<file path="src/design/hlr_pkg.sv">
// Package for the hex line rasterizer: default sizes and sequencer states.
`default_nettype none
package hlr_pkg;

  localparam int MAX_LINE_DEF   = 64;
  localparam int COORD_BITS_DEF = 10;

  typedef enum logic [2:0] {
    ST_IDLE = 3'b001,
    ST_DIST = 3'b010,
    ST_EMIT = 3'b100
  } hlr_state_t;

endpackage
`default_nettype wire

</file>
<file path="src/design/hex_line_rasterizer.sv">
// Top level of the hex line rasterizer: distance, then one line cell per cycle unless m_tready stalls.
`default_nettype none
// Hex line rasterizer. Each input transaction carries a start and an end cell
// in axial coordinates (q, r); the block answers with the N+1 cells of the hex
// line between them, N being the hex distance, start first and end last, with
// tlast set on the final cell. Half-way points round up in q and r and down in
// s, and the coordinate with the largest rounding error is rebuilt from the
// other two. A line with N >= MAX_LINE yields a single transaction with tuser
// (too_long) and tlast set and zero coordinates. The input is captured in
// ST_IDLE and the distance is found in ST_DIST; then ST_EMIT gives one cell
// per cycle while the output side keeps taking them. The cells come from three
// small remainder accumulators, one per cube coordinate, each advanced by its
// own add-and-correct step under the sequencer, Bresenham style; no multiply
// or divide is used. s_tready is high only while the sequencer is idle;
// coordinates wrap in two's complement at COORD_BITS.
module hex_line_rasterizer
  import hlr_pkg::*;
#(
  parameter int MAX_LINE   = MAX_LINE_DEF,
  parameter int COORD_BITS = COORD_BITS_DEF,
  localparam int IN_W  = ((4 * COORD_BITS + 7) / 8) * 8,
  localparam int OUT_W = ((2 * COORD_BITS + 7) / 8) * 8
) (
  input  wire logic             clk,
  input  wire logic             rst,
  input  wire logic             s_tvalid,
  output logic                  s_tready,
  // start_q, start_r, end_q, end_r, from the lowest bit up
  input  wire logic [IN_W-1:0]  s_tdata,
  output logic                  m_tvalid,
  input  wire logic             m_tready,
  // cell_q, cell_r, from the lowest bit up, zero padded
  output logic [OUT_W-1:0]      m_tdata,
  output logic                  m_tlast,
  // too_long
  output logic                  m_tuser
);

  localparam int CB = COORD_BITS;
  localparam int SW = CB + 1;              // span width
  localparam int DW = $clog2(MAX_LINE);    // distance width, holds 0..MAX_LINE-1
  localparam int EW = DW + 3;              // remainder width, holds [-2d, 4d)

  hlr_state_t state;

  // Captured endpoints
  logic signed [CB-1:0] start_q, start_r, end_q, end_r;

  // Line state
  logic signed [SW-1:0] span_q, span_r;
  logic [DW-1:0]        line_distance;
  logic [DW-1:0]        step_index;

  // Per-coordinate accumulators: q, r and minus s
  logic signed [CB-1:0] acc [3];
  logic signed [EW-1:0] rem [3];

  // Output register
  logic signed [CB-1:0] cell_q, cell_r;

  // ---------------------------------------------------------------------
  // Distance: N = (|dq| + |dr| + |ds|) / 2
  // ---------------------------------------------------------------------
  logic signed [SW-1:0] dq, dr;
  logic signed [SW:0]   ds;
  logic [SW:0]          abs_q, abs_r, abs_s;
  logic [SW+1:0]        dist_sum;
  logic [SW:0]          dist_full;
  logic                 too_long;
  logic [DW-1:0]        dist_n;
  logic signed [EW-1:0] dist_d;

  always_comb begin
    dq        = SW'(end_q) - SW'(start_q);
    dr        = SW'(end_r) - SW'(start_r);
    ds        = -((SW+1)'(dq) + (SW+1)'(dr));
    abs_q     = dq[SW-1] ? (SW+1)'(-(SW+1)'(dq)) : (SW+1)'(dq);
    abs_r     = dr[SW-1] ? (SW+1)'(-(SW+1)'(dr)) : (SW+1)'(dr);
    abs_s     = ds[SW]   ? (SW+1)'(-ds)          : (SW+1)'(ds);
    dist_sum  = (SW+2)'(abs_q) + (SW+2)'(abs_r) + (SW+2)'(abs_s);
    dist_full = dist_sum[SW+1:1];
    too_long  = 32'(dist_full) >= MAX_LINE;
    dist_n    = dist_full[DW-1:0];
    dist_d    = (dist_n == '0) ? EW'(1) : $signed(EW'(dist_n));
  end

  // ---------------------------------------------------------------------
  // Step unit: advance each remainder by twice the span, correct once
  // ---------------------------------------------------------------------
  logic signed [EW-1:0] line_d, line_d2;
  logic signed [EW-1:0] delta   [3];
  logic signed [EW-1:0] rem_sum [3];
  logic signed [EW-1:0] rem_next [3];
  logic signed [CB-1:0] acc_next [3];
  logic signed [EW-1:0] diff [3];
  logic [EW-1:0]        err  [3];
  logic                 q_big, r_big;
  logic signed [CB-1:0] out_q, out_r;

  always_comb begin
    line_d   = (line_distance == '0) ? EW'(1) : $signed(EW'(line_distance));
    line_d2  = line_d <<< 1;
    delta[0] = EW'(span_q);
    delta[1] = EW'(span_r);
    delta[2] = EW'(span_q) + EW'(span_r);
    for (int k = 0; k < 3; k++) begin
      rem_sum[k] = rem[k] + (delta[k] <<< 1);
      if (rem_sum[k] >= line_d2) begin
        rem_next[k] = rem_sum[k] - line_d2;
        acc_next[k] = acc[k] + CB'(1);
      end else if (rem_sum[k] < 0) begin
        rem_next[k] = rem_sum[k] + line_d2;
        acc_next[k] = acc[k] - CB'(1);
      end else begin
        rem_next[k] = rem_sum[k];
        acc_next[k] = acc[k];
      end
      // the rounding error of this coordinate, scaled by 2d
      diff[k] = line_d - rem[k];
      err[k]  = diff[k][EW-1] ? EW'(-diff[k]) : EW'(diff[k]);
    end
    // rebuild the worst coordinate from the other two (acc[2] is minus s)
    q_big = (err[0] > err[1]) && (err[0] > err[2]);
    r_big = !q_big && (err[1] > err[2]);
    out_q = q_big ? (acc[2] - acc[1]) : acc[0];
    out_r = r_big ? (acc[2] - acc[0]) : acc[1];
  end

  // ---------------------------------------------------------------------
  // Sequencer and output register
  // ---------------------------------------------------------------------
  logic out_free;
  logic out_load;
  logic last_cell;

  assign out_free  = !m_tvalid || m_tready;
  // load the output register with a cell or with the too-long flag
  assign out_load  = ((state == ST_DIST) && too_long && out_free) ||
                     ((state == ST_EMIT) && out_free);
  assign last_cell = step_index == line_distance;
  assign s_tready  = state == ST_IDLE;
  assign m_tdata   = OUT_W'({cell_r, cell_q});

  always_ff @(posedge clk) begin
    if (rst) begin
      state         <= ST_IDLE;
      m_tvalid      <= 1'b0;
      m_tlast       <= 1'b0;
      m_tuser       <= 1'b0;
      span_q        <= '0;
      span_r        <= '0;
      line_distance <= '0;
      step_index    <= '0;
    end else begin
      if (out_load) begin
        m_tvalid <= 1'b1;
      end else if (m_tready) begin
        m_tvalid <= 1'b0;
      end
      case (state)
        ST_IDLE: begin
          if (s_tvalid) begin
            state <= ST_DIST;
          end
        end
        ST_DIST: begin
          if (too_long) begin
            // hold until the output slot frees, then flag the line
            if (out_free) begin
              m_tlast  <= 1'b1;
              m_tuser  <= 1'b1;
              state    <= ST_IDLE;
            end
          end else begin
            span_q        <= dq;
            span_r        <= dr;
            line_distance <= dist_n;
            step_index    <= '0;
            state         <= ST_EMIT;
          end
        end
        ST_EMIT: begin
          if (out_free) begin
            m_tlast  <= last_cell;
            m_tuser  <= 1'b0;
            if (last_cell) begin
              state <= ST_IDLE;
            end else begin
              step_index <= step_index + DW'(1);
            end
          end
        end
        default: begin
          state <= ST_IDLE;
        end
      endcase
    end
  end

  // Payload: endpoints, accumulators, cell values
  always_ff @(posedge clk) begin
    case (state)
      ST_IDLE: begin
        if (s_tvalid) begin
          start_q <= s_tdata[CB-1:0];
          start_r <= s_tdata[2*CB-1:CB];
          end_q   <= s_tdata[3*CB-1:2*CB];
          end_r   <= s_tdata[4*CB-1:3*CB];
        end
      end
      ST_DIST: begin
        // cell 0 is the start cell; every remainder starts at d
        acc[0] <= start_q;
        acc[1] <= start_r;
        acc[2] <= start_q + start_r;
        for (int k = 0; k < 3; k++) begin
          rem[k] <= dist_d;
        end
        if (too_long && out_free) begin
          cell_q <= '0;
          cell_r <= '0;
        end
      end
      ST_EMIT: begin
        if (out_free) begin
          cell_q <= out_q;
          cell_r <= out_r;
          for (int k = 0; k < 3; k++) begin
            acc[k] <= acc_next[k];
            rem[k] <= rem_next[k];
          end
        end
      end
      default: begin
        cell_q <= cell_q;
      end
    endcase
  end

endmodule
`default_nettype wire
</file>
<file path="config.mk">
export PLATFORM = sky130hd
export DESIGN_NAME = hex_line_rasterizer
export DESIGN_NICKNAME = d
export VERILOG_FILES = /design/src/design/hlr_pkg.sv /design/src/design/hex_line_rasterizer.sv
export SDC_FILE = /design/constraint.sdc
export NUM_CORES = 1
export LEC_CHECK = 0
export ABC_AREA = 1
export CORE_MARGIN = 4
export CORE_UTILIZATION = 30
export DETAILED_ROUTE_END_ITERATION = 10
export DONT_BUFFER_PORTS = 1
export SYNTH_ARGS = -nofsm -noshare
export SYNTH_HDL_FRONTEND = slang
export SYNTH_SLANG_ARGS = --single-unit
</file>
<file path="constraint.sdc">
create_clock -name clk -period 13.81 [get_ports clk]
set_input_delay 2.762 -clock clk [delete_from_list [all_inputs] [get_ports clk]]
set_output_delay 2.762 -clock clk [all_outputs]
set_load 0.01 [all_outputs]
</file>
==> flow_summary.ini <==
[setup_path]
path_buf_inv = 5
cp-start-kind = flip-flop
cp_slowest_stage_delay_ns = 0.80
reg2reg_to = cell_q[6]
r2r_slack_ns = 6.53
cp.arrival_ns = 7.36
cp-end-kind = flip-flop
crit_top_cell = nand2_1
critPathKind = flip-flop to flip-flop
cp.required_ns = 13.89
path_max_fanout = 20
r2r_cells = 33
path_delay_family = adder cells
slowest_stage = xnor2_1
crit_cells = 33
crit-reg2reg-launch = start_r[0]

[floorplan]
start_util = 0.303
die_w_um = 241
core_um2 = 53800
ios = 72
die_h_um = 241
std_cell_rows = 85
die-area_um2 = 58100

[cts]
clkLatencyLatePin_ns = 0.45
clk_path_buf_depth = 2
h-tree-depth = 4
cts_root_buf = clkbuf_16
ctsHoldBuffers = 0
post_cts_buffers = 0
cts_tree = built
cts-resized-gates = 0
cts_buffers = 17
cts.clk_slew.worst_paths_ns = 0.07
clkSinkCount = 149

[timing]
finalCriticalPeriod_ns = 7.28
fmaxAchievable_mhz = 137
finClkSkew_ns = 0.0182
setup-tns-final_ns = 0
tightest_slew_ns = 1.05
hold_viol = 0
rsz0062_at_grt = false
period_share = 0.527
max_slew_margin = 0.295
final-max-slew-violation-count = 0
setup_viol = 0

[logic_synthesis]
ys_ff_latch = 149
synth_edf_count = 115
ys_types = 54
synth_flop_cell = edfxtp_1
syn_inst = 2250
avgSynthCellArea_um2 = 7.24
yosysWarnings = 0
synth-async-reset-ratio = 0
netlist_area_um2 = 16300
synth-seq-area-share = 0.254

[routing]
viasPerCell = 4.92
wl_um = 48000
drt_iter0_drc = 1158
vias = 14522
drt_first_pass_iters = 5
post_drt_wl_per_cell_um = 16.2
antenna_violating_nets_post_route = 0
drc = 0

[place]
portBuffers = 0
hpwl_um = 39100
routabilityCongestion = 0.948
dpl.cell_count = 2920

[global_routing]
track_usage = 0.164
first_global_vias = 13884
grt_overflow = 0
antenna_found_initial = 2
grt_max_degree = 56
grt_pass1_wl_um = 75400

[outcome]
outcome = finished clean

[finish]
final_util = 0.328
final_cell_mix = nand2_1, inv_1, ha_1, a21oi_1, nand3_1
syn_to_final_growth_pct = 8.49
drive_gt1_frac = 0.0332
num-fill-cells = 5749
stdcell_count = 2954
nets = 2531
final_common_cell = nand2_1

[hold_path]
worstHoldPathCells = 2
holdCritPathClass = flip-flop to flip-flop
hold_path_end = state[2]
min_from = state[2]

[job]
cap_violations = 0
layer usage:
metal	up-vias	wire [um]	GRT usage
li1	7353	-	-
met1	6708	21500	0.217
met2	392	22600	0.283
met3	69	2610	0.0217
met4	0	1270	0.0463
met5	-	0	0
registers in the layout, indices dropped and copies added, names as in the netlist, 3 cells and up:
name and flops:
acc 30, cell_r 10, line_distance 6, state 3, cell_q 10, start_r 10
end_q 10, span_r 8, start_q 10, span_q 8, rem 25, step_index 6
end_r 10
synth_stat cells (8+ instances only):
cell      count  area [um^2]
a21o_1       10         75.1
buf_2         9         45.0
edfxtp_1    115         3450
nand4_1      35          219
xor2_1      113          990
inv_1       363         1360
dfxtp_1      34          681
nand3_1     152          761
xnor2_1      39          342
clkbuf_1     21         78.8
o21ai_0     111          556
o21bai_1     14          105
nor3_1       22          110
nand2_1     555         2080
nor2_1      129          484
nand3b_1      8         60.1
a21oi_1     175          876
fa_1         34          681
ha_1        210         2630
or2_2        12         75.1
stage by stage:
step | setup WS [ns] | hold WS, ns | instance area [um^2]
after floorplan | 7.73 | 0.457 | 16300
after global placement | 6.66 | 0.474 | 17100
after detailed placement | 6.59 | 0.481 | 17100
after CTS | 6.56 | 0.492 | 17700
after global routing | 5.74 | 0.514 | 17700
final | 6.53 | 0.493 | 17700
kinds of logic after synthesis:
family | after synthesis | share of synthesized area
and+or+nand+nor | 939 | 0.245
buffers and inverters | 409 | 0.0968
AOI/OAI and AO/OA | 353 | 0.118
adders and majority gates | 244 | 0.203
xor gates and xnor gates | 153 | 0.0827
DFF | 149 | 0.254
other | 2 | 0.000461
muxes | 1 | 0.000614
cell type report:
type                       count  area (um^2)  share of cell area
clock buffer                  17          425              0.0241
clock inverter                15          190              0.0108
inverter                     371         1390              0.0788
multi-input combinational   1696        10600               0.600
tap                          696          871              0.0493
sequential                   149         4130               0.234
timing repair buffer           8         60.1             0.00340
antenna                        2         5.00            0.000283
worst max path at each step:
stage	slack, ns	start	endpoint
6_report	6.53	start_r[0]	cell_q[6]
5_1_grt	5.74	start_q[0]	cell_q[0]
4_1_cts	6.56	start_r[0]	cell_q[6]
3_5_place_dp	6.59	start_r[0]	cell_q[0]
3_3_place_gp	6.66	start_r[0]	cell_r[9]
2_1_floorplan	7.73	end_r[0]	cell_q[0]
worst register-to-register path, delay by kind of cell, from the launching register on:
kind / cells / cell delay [ns]
AO/OA/AOI/OAI: 3 / 0.56
XOR/XNOR: 3 / 1.42
adder cells (fa/ha/maj): 6 / 1.94
buffers and inverters: 5 / 1.06
flip-flops: 1 / 0.45
AND/OR/NAND/NOR: 16 / 1.49
Power is left out: the tool's default activity adds up to more than one toggle a clock period on the data nets, which glitch-free logic cannot reach.
